[src/rtl/polyline_point_editor_assert.svh]
// assertion macros shared by the polyline point editor modules
// expects clk_i and rst_ni in the scope of each use
`ifndef POLYLINE_POINT_EDITOR_ASSERT_SVH
`define POLYLINE_POINT_EDITOR_ASSERT_SVH

// consequent checked in the same cycle as the antecedent
`define PPE_ASSERT_SAME(lbl, ante, cons, msg) \
  lbl: assert property (@(posedge clk_i) disable iff (!rst_ni) (ante) |-> (cons)) \
    else $error(msg);

// consequent checked in the cycle after the antecedent
`define PPE_ASSERT_NEXT(lbl, ante, cons, msg) \
  lbl: assert property (@(posedge clk_i) disable iff (!rst_ni) (ante) |=> (cons)) \
    else $error(msg);

`endif

[src/rtl/ppe_pkg.sv]
// shared types, sizes and helpers for the polyline point editor
// no dependencies
`timescale 1ns / 1ps

package ppe_pkg;

  localparam int MaxPoints = 64;
  localparam int CoordBits = 16;
  localparam int IdxW      = $clog2(MaxPoints);
  localparam int CntW      = $clog2(MaxPoints + 1);
  localparam int DiffW     = CoordBits + 1;
  localparam int SqW       = 2 * DiffW + 2;
  localparam int MulAW     = 2 * SqW;
  localparam int MulBW     = SqW;
  localparam int ProdW     = MulAW + MulBW;
  localparam int PointW    = 3 * CoordBits;
  localparam int StepW     = 4;
  localparam int TouchW    = 6;
  localparam int CountW    = 7;
  localparam int PosW      = 16;

  typedef logic signed [CoordBits-1:0] coord_t;
  typedef logic signed [DiffW-1:0]     diff_t;

  typedef enum logic [2:0] {
    OpDelete  = 3'd0,
    OpMove    = 3'd1,
    OpPrepend = 3'd2,
    OpAppend  = 3'd3,
    OpInsert  = 3'd4
  } op_e;

  typedef enum logic [1:0] {
    StatDone  = 2'd0,
    StatEmpty = 2'd1,
    StatFull  = 2'd2
  } status_e;

  function automatic coord_t sext_coord(logic [PosW-1:0] v);
    return coord_t'(v[CoordBits-1:0]);
  endfunction

  function automatic logic [DiffW-1:0] mag_diff(diff_t v);
    return v[DiffW-1] ? DiffW'(-v) : DiffW'(v);
  endfunction

endpackage

[src/rtl/ppe_mul.sv]
// bit-serial unsigned shift-add multiplier, one multiplier bit per cycle
// depends on ppe_pkg and polyline_point_editor_assert.svh
`timescale 1ns / 1ps
`include "polyline_point_editor_assert.svh"

module ppe_mul (
  input  logic                      clk_i,
  input  logic                      rst_ni,
  input  logic                      start_i,
  input  logic [ppe_pkg::MulAW-1:0] a_i,
  input  logic [ppe_pkg::MulBW-1:0] b_i,
  output logic                      done_o,
  output logic [ppe_pkg::ProdW-1:0] prod_o
);
  import ppe_pkg::*;

  localparam int CycW = $clog2(MulBW + 1);

  logic             run_q, run_d;
  logic             done_q, done_d;
  logic [CycW-1:0]  cyc_q, cyc_d;
  logic [MulAW-1:0] a_q, a_d;
  logic [MulAW-1:0] hi_q, hi_d;
  logic [MulBW-1:0] lo_q, lo_d;
  logic [MulAW:0]   sum;

  // low product bits shift into the multiplier register as it empties
  assign sum = {1'b0, hi_q} + (lo_q[0] ? {1'b0, a_q} : '0);

  always_comb begin
    run_d  = run_q;
    done_d = 1'b0;
    cyc_d  = cyc_q;
    a_d    = a_q;
    hi_d   = hi_q;
    lo_d   = lo_q;
    if (start_i) begin
      run_d = 1'b1;
      cyc_d = '0;
      a_d   = a_i;
      hi_d  = '0;
      lo_d  = b_i;
    end else if (run_q) begin
      hi_d  = sum[MulAW:1];
      lo_d  = {sum[0], lo_q[MulBW-1:1]};
      cyc_d = cyc_q + 1'b1;
      if (cyc_q == CycW'(MulBW - 1)) begin
        run_d  = 1'b0;
        done_d = 1'b1;
      end
    end
  end

  always_ff @(posedge clk_i or negedge rst_ni) begin
    if (!rst_ni) begin
      run_q  <= 1'b0;
      done_q <= 1'b0;
      cyc_q  <= '0;
    end else begin
      run_q  <= run_d;
      done_q <= done_d;
      cyc_q  <= cyc_d;
    end
  end

  always_ff @(posedge clk_i) begin
    a_q  <= a_d;
    hi_q <= hi_d;
    lo_q <= lo_d;
  end

  assign done_o = done_q;
  assign prod_o = {hi_q, lo_q};

  `PPE_ASSERT_SAME(a_start_idle, start_i, !run_q, "multiply started while running")
  `PPE_ASSERT_SAME(a_done_idle, done_o, !run_q, "done raised while still running")
  `PPE_ASSERT_NEXT(a_done_pulse, done_o, !done_o, "done held for two cycles")

endmodule

[config.mk]
export PLATFORM = sky130hd
export DESIGN_NAME = ppe_mul
export DESIGN_NICKNAME = d
export VERILOG_FILES = /design/src/rtl/ppe_pkg.sv /design/src/rtl/ppe_mul.sv
export VERILOG_INCLUDE_DIRS = /design/src /design/src/rtl
export SDC_FILE = /design/constraint.sdc
export NUM_CORES = 1
export LEC_CHECK = 0
export BUFFER_PORTS_ARGS = -buffer_cell sky130_fd_sc_hd__buf_2
export CAP_MARGIN = 40
export CORE_MARGIN = 2
export CORE_UTILIZATION = 35
export CTS_CLUSTER_DIAMETER = 80
export CTS_CLUSTER_SIZE = 14
export DETAILED_ROUTE_END_ITERATION = 12
export PLACE_DENSITY = 0.54
export SLEW_MARGIN = 20
export SYNTH_ARGS = -nofsm -noshare
export SYNTH_HDL_FRONTEND = slang
export SYNTH_SLANG_ARGS = --single-unit
[constraint.sdc]
create_clock -name clk_i -period 3.76 [get_ports clk_i]
set_clock_uncertainty 0.15 [all_clocks]
set_input_delay 0.752 -clock clk_i [delete_from_list [all_inputs] [get_ports clk_i]]
set_output_delay 0.752 -clock clk_i [all_outputs]
set_load 0.005 [all_outputs]
# Word level (Yosys, flattened, before mapping)

Index checks and enable logic that the tools add are counted.

Bits in registers: 188
Input port bits: 111
Output and inout bits: 109
Logic and storage cells: 21

Add/sub/neg operators: 2
Eq/ne operators: 1
Multiplexer cells: 11
Reductions and logical operators: 1

Operators with widths:

| kind                                         | count |
|---|---|
| adder 72 x 72 -> 73 bit                      | 1 |
| two-way mux 36 bit                           | 2 |
| two-way mux 72 bit                           | 1 |
| two-way mux 6 bit                            | 2 |
| adder 6 x 1 -> 6 bit (second input constant) | 1 |
| equality test 6 bit (second input constant)  | 1 |
| two-way mux 1 bit                            | 6 |
| nonzero test 2 bit                           | 1 |

# Depth between registers and ports, before layout

Depth in word-level cells: 4
Mapped depth: 15
Depth with buffers taken out: 13

# Worst setup path before layout

No wires, ideal clock.

Path kind: register to register
Start: reg lo_q[0]
End: reg hi_q[65]
Setup time: 88 ps
Arrival: 3,231 ps
Data required time: 3,522 ps
Slack: 291 ps
Stages on the path, launching flop included: 15
Path buffers: 2
Clock period less this slack: 3,469 ps
Cells stage by stage: edfxtp_1 clkbuf_1 clkbuf_1 and2_1 fa_1 a21o_1 a311o_1 nand3_2 nand2_4 a2111oi_4 nor2_4 a41oi_4 o21a_4 nand3_2 a311oi_2

Cells in the longest elaborated chain, start to end: 2

Ends and longest elaborated chain:

| what                    | line          | RTL |
|---|---|---|
| from (decl)             | ppe_mul.sv:24 | `logic [MulBW-1:0] lo_q, lo_d;` |
| from (signal assigned)  | ppe_mul.sv:69 | `lo_q <= lo_d;` |
| two-way mux 72 bit      | ppe_mul.sv:28 | `assign sum = {1'b0, hi_q} + (lo_q[0] ? {1'b0, a_q} : '0);` |
| adder 72 x 72 -> 73 bit | ppe_mul.sv:28 |  |
| to (signal assigned)    | ppe_mul.sv:68 | `hi_q <= hi_d;` |
| to (decl)               | ppe_mul.sv:23 | `logic [MulAW-1:0] hi_q, hi_d;` |

Every way passes these cells.
A chain may end at the register's enable or synchronous reset.

# Worst setup path in the final report

Start: reg lo_q[0]
End: reg hi_q[66]

The elaborated chain is that of the path after synthesis.

==> reports/metrics.csv <==
metric;value;unit
port_buffers;219;
leakage;6.272;nW
synth_warnings;0;
power_density;523.8;mW/mm2
yosys.area.top_type;edfxtp_1;
ys.flop_type;edfxtp_1;
worstMarginPinSlew;0.7953;ns
final_cell_mix;218 x buf_2, 108 x edfxtp_1, 99 x a21oi_1;
avgSynthCellArea;9.835;um2
initialDrtViolationCount;654;
htreeDepth;4;
startpoint_type;flop;
crit_fanout;19;
placed_area;0.01336;mm2
maxSlewHeadroom;46.98;%
status;finished clean;
grt_max_degree;66;
crit_type;flop to flop;
fin_area;0.01418;mm2
hold_class;primary input to flop;
post-route-period-util;94.95;%
cp.required;3.95;ns
drt_wl_total;31.19;mm
critPathArrivalTime;3.76;ns
ant_nets;0;
rows;66;
final_common_cell;buf_2;
slew_violations;0;
clkTransAtPathRegs;0.08;ns
synth-seq-cells;188;
nets;1602;
critPathCaptureType;flop;
dr.pass1.iters;5;
clock_path_buffers;2;
ys_types;80;
clkLatencyLatePin;0.45;ns
fmax;280.1;MHz
yosysSeqAreaShare;42.78;%
grt.total_usage;18.35;%
num_vias;9396;
rsz0062_at_grt;true;
syn_nets;1346;
first_global_vias;9470;
post_drt_wl_per_cell;16.66;um
max_cap_viol_count;0;
cts_inserted_buffers;17;
grt_pass1_wl;48.85;mm
async_flop_share;4.255;%
fin_hold_ws;0.3199;ns
cp_cell_sequence;buf_6 -> and2_1 -> ha_1 -> nand3_1 -> a2111oi_4 -> nor2_2 -> o211ai_2 -> a31oi_4 -> o31ai_4 -> a21oi_4 -> a211oi_2 -> o21ai_1 -> a32o_1;
initial_utilization;35.27;%
drc;0;
clock_sinks;188;
viasPerCell;5.019;
coreArea;0.03237;mm2
io_pins;220;
irDropWorstVdd;0.3372;mV
yosysTopAreaCellShare;28.40;%
hold_viol;0;
die_w;184.6;um
postSynthCellCount;1161;
synth_enable_flop_cells;108;
pre_cts_slack;-0.05373;ns
period_minus_slack;3.570;ns
cts_tree;built;
synthTopCellsByArea;edfxtp_1 28%, dfxtp_1 13%, ha_1 8.0%;
syn-cell-area;0.01142;mm2
slowest_delay;0.47;ns
setup_ws;0.1898;ns
areaGrowthSynthToFinish;24.15;%
gp_congestion;0.8727;
finalSetupViolCount;0;
die_h;184.6;um
hpwlAfterDp;23.47;mm
drive_gt1_share;29.58;%
antennaDiodeCount;0;
tns;0;ns
dieArea;0.03408;mm2
cpMaxStageDelayCell;edfxtp_1;
overflow;0;
cts_root_buffer;clkbuf_16;
antenna_found_initial;0;
repair_timing:
item | 4_1_cts | 5_1_grt
endpoints found under the hold margin | 8 | 0
hold buffers | 1 | 0
cloned | 0 | 0
buffers inserted | 0 | 7
setup endpoints to repair | 2 | 24
pin swaps | 0 | 13
gates resized for setup | 2 | 42
final timing paths:
check	startpoint	slack, ns	depth (start not counted)	end
worst min-delay path	a_i[16]	0.32	1	a_q[16]
worst max-delay path	lo_q[0]	0.19	13	hi_q[66]
worst min register to register	hi_q[47]	0.34	2	hi_q[47]
min in group asynchronous	rst_ni	0.57	2	cyc_q[1]
worst max register to register	lo_q[0]	0.19	13	hi_q[66]
max in group asynchronous	rst_ni	2.70	2	run_q
flip-flops by register name, indices dropped and copies added, names as in the netlist:
register,count
a_q,72
cyc_q,6
done_o,1
hi_q,72
lo_q,36
run_q,1
metal layers:
metal | up-vias | share of wire (%) | global-route usage (%)
met5 | - | 0 | 0
met1 | 4391 | 47 | 24.20
met4 | 0 | 1.7 | 5.270
li1 | 4740 | - | -
met2 | 236 | 45 | 29.37
met3 | 29 | 6.3 | 5.098
stage by stage:
| step | instances | total power [mW] | util [%] |
|---|---|---|---|
| 3_3_place_gp | 1832 | 5.563 | 41.27 |
| 6_report | 1872 | 7.425 | 43.79 |
| 4_1_cts | 1865 | 7.428 | 43.09 |
| 2_1_floorplan | 1161 | 4.543 | - |
| 3_5_place_dp | 1832 | 5.569 | 41.27 |
| 5_1_grt | 1872 | 7.932 | 43.79 |
cells in the mapped netlist (all sizes together) (17+ instances only):
master / instances
xnor2: 40
nor2: 98
nand3: 17
ha: 73
nor3: 19
o21ai: 72
a21o: 36
mux2: 37
buf: 21
nand4: 27
mux2i: 31
inv: 23
a21oi: 110
clkbuf: 40
edfxtp: 108
nand2: 91
dfxtp: 72
xor2: 25
and2: 75
o21bai: 19
logic make-up (layout without fill, tap and decap cells):
family / count (synthesis) / in the layout / share of synthesized area (%)
and+or+nand+nor: 367 / 367 / 16.23
AOI/OAI and AO/OA: 314 / 314 / 18.27
DFF: 188 / 188 / 42.78
buffers and inverters: 85 / 354 / 3.200
adders and majority gates: 74 / 74 / 8.174
muxes: 68 / 68 / 6.366
xor gates and xnor gates: 65 / 65 / 4.986
critical path, delay by kind of cell (launching register included):
family          cells  cell delay [ns]
compound gates      8             1.84
flops               1             0.47
simple gates        3             0.44
fa+ha+maj           1             0.34
buf+inv             1             0.20
power by group:
part           switching (mW)  total (mW)  internal, mW
clock                   0.868        1.82         0.951
sequential              0.252        2.77          2.51
combinational            1.52        2.84          1.32
total                    2.64        7.42          4.78
final cells by class:
class,count,area (um2)
Clock buffer,20,446.7
Clock inverter,12,125.1
Timing Repair Buffer,298,1734
Sequential cell,188,4886
Inverter,24,90.09
Tap cell,442,553.0
Multi-Input combinational cell,888,6341
Fill cell,3227,18200
No activity file was read; power rests on OpenSTA's default activity.
