`src/rtl/polyline_point_editor_assert.svh`:
```
// assertion macros shared by the polyline point editor modules
// expects clk_i and rst_ni in the scope of each use
`ifndef POLYLINE_POINT_EDITOR_ASSERT_SVH
`define POLYLINE_POINT_EDITOR_ASSERT_SVH

// consequent checked in the same cycle as the antecedent
`define PPE_ASSERT_SAME(lbl, ante, cons, msg) \
  lbl: assert property (@(posedge clk_i) disable iff (!rst_ni) (ante) |-> (cons)) \
    else $error(msg);

// consequent checked in the cycle after the antecedent
`define PPE_ASSERT_NEXT(lbl, ante, cons, msg) \
  lbl: assert property (@(posedge clk_i) disable iff (!rst_ni) (ante) |=> (cons)) \
    else $error(msg);

`endif

```
`src/rtl/ppe_ram.sv`:
```
// generic single write port ram with one registered read port
// no dependencies
`timescale 1ns / 1ps

module ppe_ram #(
  parameter int Width = 8,
  parameter int Depth = 16,
  localparam int AddrW = $clog2(Depth)
) (
  input  logic             clk_i,
  input  logic             we_i,
  input  logic [AddrW-1:0] waddr_i,
  input  logic [Width-1:0] wdata_i,
  input  logic [AddrW-1:0] raddr_i,
  output logic [Width-1:0] rdata_o
);

  logic [Width-1:0] mem_q [Depth];
  logic [Width-1:0] rdata_q;

  always_ff @(posedge clk_i) begin
    if (we_i) begin
      mem_q[waddr_i] <= wdata_i;
    end
    rdata_q <= mem_q[raddr_i];
  end

  assign rdata_o = rdata_q;

endmodule

```
`config.mk`:
```
export PLATFORM = sky130hd
export DESIGN_NAME = ppe_ram
export DESIGN_NICKNAME = d
export VERILOG_FILES = /design/src/rtl/polyline_point_editor_assert.svh /design/src/rtl/ppe_ram.sv
export SDC_FILE = /design/constraint.sdc
export NUM_CORES = 1
export LEC_CHECK = 0
export BUFFER_PORTS_ARGS = -buffer_cell sky130_fd_sc_hd__buf_4
export CORE_MARGIN = 2
export CORE_UTILIZATION = 40
export DETAILED_ROUTE_END_ITERATION = 8
export SLEW_MARGIN = 20
export SYNTH_ARGS = -nofsm -noshare
export SYNTH_HDL_FRONTEND = slang
export SYNTH_SLANG_ARGS = --single-unit
```
`constraint.sdc`:
```
create_clock -name clk_i -period 2.12 [get_ports clk_i]
set_clock_uncertainty 0.05 [all_clocks]
set_input_delay 0.424 -clock clk_i [delete_from_list [all_inputs] [get_ports clk_i]]
set_output_delay 0.424 -clock clk_i [all_outputs]
set_load 0.05 [all_outputs]
```
======== After elaboration in Yosys (flattened, before gate mapping) ========
Memory sizes are Yosys's and may differ from the RTL's. A register that Yosys moved wholly into a read port is not among the register bits.
Index checks and enable logic that the tools add are counted.
word-level totals
  output and inout port bits .............. 8
  bits in writable memories ............... 128
  word-level logic and storage cells ...... 3
  bits in registers ....................... 0
  input port bits ......................... 18
  memories ................................ 1
operators by class
  muxes and demuxes ....................... 2
memory list
  memory  depth  bits a word  read ports  clocked after Yosys merged registers in  write ports  RTL line       text
  mem_q   16     8            1           1                                        1            ppe_ram.sv:18  logic [Width-1:0] mem_q [Depth];
operators by type and width
  operator           number
  two-way mux 1 bit  2

======== Longest topological paths before layout ========
Gate-level depths: netlist of the first run.
  depth after elaboration ................. 2
  depth in mapped cells ................... 5
  gate-level depth less buffers ........... 3

======== Worst setup path before layout of the first run ========
OpenSTA, ideal clock, no wires.
  path kind ............................... input to register
  start ................................... input port waddr_i[2]
  end ..................................... memory mem_q[0][0] (enable)
  slack ................................... 0.153 ns
  data required time ...................... 1.687 ns
  stages on the path ...................... 2
  arrival ................................. 1.534 ns
  library setup time ...................... 0.383 ns
  buffers on the path ..................... 0
  cells stage by stage .................... or3b_2 -> nor3_1
RTL lines
  element      RTL line       text
  from (decl)  ppe_ram.sv:12  input logic [AddrW-1:0] waddr_i,
  to (decl)    ppe_ram.sv:18
Straight into the memory's write port.

==> results of run 1 <==
kinds of logic after synthesis:
logic type / after synthesis / synth area share (%)
flops: 136 / 77.8
simple gates: 35 / 3.18
mux: 32 / 15.0
compound gates: 16 / 2.33
buf+inv: 10 / 1.68
routing by layer:
layer | GRT usage [%] | wire length (um)
met1 | 19.4 | 4160
met2 | 23.9 | 4750
met3 | 4.62 | 366
met4 | 5.80 | 121
met5 | 0 | 0
state kept, by name, indices dropped and copies added (netlist names):
register,cells
rdata_o,8
mem_q,128
stage by stage:
step	hold slack [ns]	power, mW
finish	0.277	6.48
global route	0.282	6.68
CTS	0.264	6.55
detailed placement	0.619	3.44
global placement	0.601	3.43
floorplan	0.473	3.29
layout by cell type (no fill, tap or decap), types with 3 or more instances in the layout:
cell type / n
edfxtp_1: 128
mux4_2: 18
a22oi_1: 16
nor3_1: 4
clkbuf_8: 3
clkbuf_16: 17
nand2_1: 9
buf_4: 44
dfxtp_1: 8
nor2_1: 13
bufinv_16: 4
clkinv_1: 3
mux4_1: 14
cell type report:
class                           instances  share of cell area, %
Sequential cell                       136                   63.7
Multi-Input combinational cell         83                   16.8
Clock buffer                           20                   7.43
Timing Repair Buffer                   46                   5.89
Tap cell                              172                   3.42
Clock inverter                         12                   2.71
power by group through the flow:
stage               Sequential (mW)  Clock, mW  Combinational [mW]
finish                         3.02       3.10               0.356
global route                   3.03       3.26               0.386
CTS                            3.02       3.16               0.364
detailed placement             3.08          0               0.363
global placement               3.08          0               0.356
floorplan                      3.14          0               0.153
worst paths after layout:
kind                                 end  slack [ns]  cells past startpoint
setup / recovery      rdata_o[4]$_DFF_P_        0.58                      5
hold / removal    mem_q[13][2]$_DFFE_PP_        0.28                      1
setup reg to reg      rdata_o[4]$_DFF_P_        0.67                      3
hold reg to reg       rdata_o[1]$_DFF_P_        0.63                      3
critical path: stages:
cell     delay, ns
buf_4         0.25
buf_12        0.22
mux4_1        0.58
a22oi_1       0.21
nand2_1       0.08
==> impl_metrics.csv, run 1 <==
group,metric,value,unit
logic_synthesis,synth.net_count,247,
timing,fin_crit,1.54,ns
pwr,clkPwrFrac,47.8,%
pwr,p_int,5.21,mW
finish,final_cells,469,
logic_synthesis,synth.area.top_cells,"edfxtp_1, mux4_2, mux4_1",
worst_setup_path,cp.arrival,1.77,ns
die,initial_utilization,41.0,%
clock_network,cts_root_buffer,"clkbuf_16",
finish,fill_cells,1024,
die,core_region_area,12600,um2
logic_synthesis,ys_async_sr_fraction,0,%
worst_setup_path,reg2reg_from,"mem_q[3][4]$_DFFE_PP_",
finish,syn2layout_area_growth,22.1,%
grt,grt_pass1_vias,2492,
route,firstDrtPassIters,4,
pwr,p_leak,2.14,nW
pwr,p_per_area,1030,nW/um2
pwr,switching_share,19.6,%
route,drc,0,
pwr,seqPwrFrac,46.7,%
clock_network,cts_resized,0,
die,io_pins,26,
worst_hold_path,hold_path.startpoint,"wdata_i[2]",
logic_synthesis,syn_avg_cell_area,22.5,um2
logic_synthesis,synth_edf_count,128,
finish,drive_above_1_share,31.6,%
logic_synthesis,synth.distinct_cells,19,
timing,period_share,72.5,%
die,die_h,117,um
clock_network,clock_latency,0.41,ns
finish,seq_area,4000,um2
worst_setup_path,required,2.35,ns
logic_synthesis,ys_warn_count,0,
die,rows,41,
route,first_iter_violations,233,
logic_synthesis,synth-seq-cells,136,
timing,fmax,0.650,GHz
timing,rsz0062_at_grt,"no",
clock_network,cts_buffers,17,
finish,fin_area,6280,um2
timing,setup_tns,0,ns
grt,grt_first_pass_wirelength,14900,um
timing,hold_viol,0,
logic_synthesis,synth.largest_area_cell,"edfxtp_1",
place,post_dp_cell_area,5650,um2
worst_setup_path,path_class,"in2reg",
timing,worst_pin_slew,0.450,ns
logic_synthesis,syn-instance-count,229,
clock_network,postCtsHoldBufs,0,
clock_network,clk_pin_slew,0.05,ns
worst_setup_path,critical_path_peak_fanout,16,
clock_network,cts.sinks,136,
route,final_antenna_net_count,0,
pwr,ir_drop,717,uV
place,dp_cells,437,
logic_synthesis,yosys.area.top_type_share,74.7,%
logic_synthesis,yosysSeqAreaShare,77.8,%
worst_setup_path,worst_setup_path_end_kind,"flop",
die,die_area,13800,um2
clock_network,cts_tree,"built",
worst_hold_path,hold_path_class,"in2reg",
timing,finalMaxSlewViolations,0,
grt,track_usage,15.0,%
clock_network,post-cts-setup-buffer-count,0,
grt,grt_overflow,0,
logic_synthesis,synth.most_common_cell,"edfxtp_1",
logic_synthesis,synth_ff_type,"edfxtp_1",
worst_setup_path,cp-start-kind,"primary input",
pwr,switchingPower,1.27,mW
finish,n_antenna_cell,0,
route,num_vias,2384,
flow_run,maxCapViolCount,0,
route,wl,9400,um
grt,antenna_found_initial,0,
pwr,p_comb_share,5.5,%
timing,relSlewSlack,70.0,%
place,dpl.hpwl,6200,um
logic_synthesis,synth_common_cells,"edfxtp_1, mux4_2, a22oi_1, mux4_1, nor2_1",
die,chipWidth,117,um
timing,fin_ws,0.582,ns
place,io_buffers,25,
place,place_congestion,0.715,
finish,fin_util,50.0,%
clock_network,cts_max_level,4,
clock_network,cts_buffer_depth,2,
place,post-place-ws,0.130,ns
route,wl_per_cell,20.0,um
logic_synthesis,syn_area,5150,um2
timing,setup_viol,0,
route,routed_via_density,5.08,
outcome,outcome,"finished, final reports clean",
finish,nets,302,
grt,grt_max_degree,20,
worst_setup_path,startpoint,"raddr_i[0]",
finish,multi_input_area,1060,um2
Power figures use the tool's default switching activity.
==> run 2, diff against run 1 <==
- clock period: 2.12 -> 1.3 ns (I/O delays scaled with it)
==> run 2 against run 1 <==
Compared with the run above: the flow now finishes with violations (negative setup slack); cell count up 2.8%; via count up 2.7%; wire length up 4.9%; clock power up 29%; sequential power up 64%; sequential share of layout area down 0.73 points; power up 48%; flip-flop and latch count unchanged; first-iteration DRC count down 7.7%; critical path depth down 2.
==> impl_metrics.csv, run 2 (synthesis results as in run 1) <==
group,metric,value,unit
pwr,p_per_area,1510,nW/um2
clock_network,cts_buffer_depth,2,
flow_run,maxCapViolCount,0,
worst_hold_path,min_path_cells,1,
timing,finalMaxSlewViolations,0,
route,final_antenna_net_count,0,
clock_network,cts_tree,"built",
grt,grt_max_degree,17,
die,initial_utilization,41.0,%
finish,fin_util,50.6,%
timing,rsz0062_at_grt,"yes",
timing,fin_crit,1.33,ns
worst_setup_path,path_class,"reg2reg",
timing,period_share,102,%
worst_setup_path,r2r_cells,3,
timing,relSlewSlack,42.0,%
finish,multi_input_area,1080,um2
finish,drive_above_1_share,41.3,%
grt,grt_overflow,0,
die,die_h,117,um
timing,worst_pin_slew,0.868,ns
worst_setup_path,cp-start-kind,"flop",
worst_hold_path,hold_path_class,"in2reg",
pwr,power,9.61,mW
route,num_vias,2448,
die,rows,41,
route,routed_via_density,5.08,
route,drc,0,
worst_setup_path,critical_path_peak_fanout,1,
finish,final_cell_mix,"edfxtp_1, buf_4, mux4_2",
finish,seq_area,4010,um2
outcome,outcome,"finished with violations",
finish,fill_cells,1003,
finish,syn2layout_area_growth,23.5,%
worst_hold_path,hold_path.startpoint,"wdata_i[5]",
finish,regMostFlops,"mem_q",
timing,hold_viol,0,
finish,nets,315,
clock_network,cts_max_level,4,
finish,n_antenna_cell,0,
place,io_buffers,25,
die,die_area,13800,um2
die,io_pins,26,
pwr,p_leak,2.12,nW
worst_hold_path,holdPathEnd,"mem_q[4][5]$_DFFE_PP_",
grt,grt_pass1_vias,2725,
die,core_region_area,12600,um2
route,firstDrtPassIters,4,
worst_setup_path,reg2reg_to,"rdata_o[4]$_DFF_P_",
grt,antenna_found_initial,0,
place,dpl.hpwl,6650,um
route,first_iter_violations,215,
clock_network,clk_pin_slew,0.05,ns
place,place_congestion,0.741,
finish,largest_register_ffs,128,
die,chipWidth,117,um
timing,setup_viol,3,
worst_setup_path,worst_setup_path_end_kind,"flop",
grt,track_usage,15.6,%
pwr,ir_drop,871,uV
grt,grt_first_pass_wirelength,15700,um
worst_setup_path,required,1.52,ns
worst_setup_path,cp.arrival,1.55,ns
clock_network,cts_buffers,17,
route,wl,9860,um
worst_setup_path,reg2reg_from,"mem_q[3][4]$_DFFE_PP_",
clock_network,cts.sinks,136,
worst_setup_path,rrSetupSlack,-0.03,ns
clock_network,postCtsHoldBufs,0,
clock_network,clock_latency,0.40,ns
timing,fin_ws,-0.0324,ns
timing,fmax,0.750,GHz
route,wl_per_cell,20.5,um
clock_network,cts_root_buffer,"clkbuf_16",
outcome,violations,"negative setup slack",
finish,layout_commonest_cell,"edfxtp_1",
[run 2: changes by cell type in the layout (fill, tap and decap cells not counted), sizes merged]
cell / delta
buf: +13
bufinv: -4
clkinv: +5
clkinvlp: +1
inv: -2
[run 2: where the power goes]
group	leakage, nW	internal [mW]	total (mW)	switching, mW
Clock	0.239	2.38	4.01	1.63
Combinational	0.653	0.289	0.666	0.376
Sequential	1.22	4.91	4.94	0.0306
[run 2: how the worst max path moves through the flow]
stage	from	endpoint	slack [ns]
after detailed placement	raddr_i[0]	rdata_o[0]$_DFF_P_	-0.48
after global placement	raddr_i[0]	rdata_o[0]$_DFF_P_	-0.44
final	mem_q[3][4]$_DFFE_PP_	rdata_o[4]$_DFF_P_	-0.03
after global routing	mem_q[3][4]$_DFFE_PP_	rdata_o[4]$_DFF_P_	-0.08
after floorplan	waddr_i[2]	mem_q[0][0]$_DFFE_PP_	-0.14
after CTS	mem_q[3][4]$_DFFE_PP_	rdata_o[4]$_DFF_P_	-0.05
[run 2: what timing repair did]
item                       CTS  global route
pin swaps                    0             1
setup endpoints to repair    7             9
buffers inserted             0             0
gates resized for setup      7             1
[run 2: layout make-up]
cell class                      instances  share of cell area, %
Clock buffer                           20                   6.87
Clock inverter                         12                  0.964
Multi-Input combinational cell         83                   17.0
Sequential cell                       136                   63.0
Tap cell                              172                   3.38
Timing Repair Buffer                   59                   8.80
[run 2: worst max-delay path, stage by stage, from the launching register on]
cell and delay (ns):
edfxtp_1 0.35, mux4_2 0.50, a22oi_2 0.19, nand2_1 0.12
[run 2: routing by layer]
metal	up-vias	routed length, um	track usage [%]
li1	1099	-	-
met3	8	376	4.33
met1	1280	4360	20.2
met2	61	5030	25.4
met5	-	0	0
met4	0	85	5.35
[run 2: through the flow]
step / cells / area (um2) / TNS [ns] / hold slack, ns / worst slack [ns]
6_report: 482 / 6360 / -0.0829 / 0.118 / -0.0324
5_1_grt: 482 / 6360 / -0.388 / 0.118 / -0.0805
4_1_cts: 482 / 6360 / -0.136 / 0.109 / -0.0499
3_5_place_dp: 450 / 5830 / -19.68 / 0.529 / -0.480
3_3_place_gp: 450 / 5830 / -18.66 / 0.524 / -0.439
2_1_floorplan: 229 / 5180 / -1.70 / 0.309 / -0.143
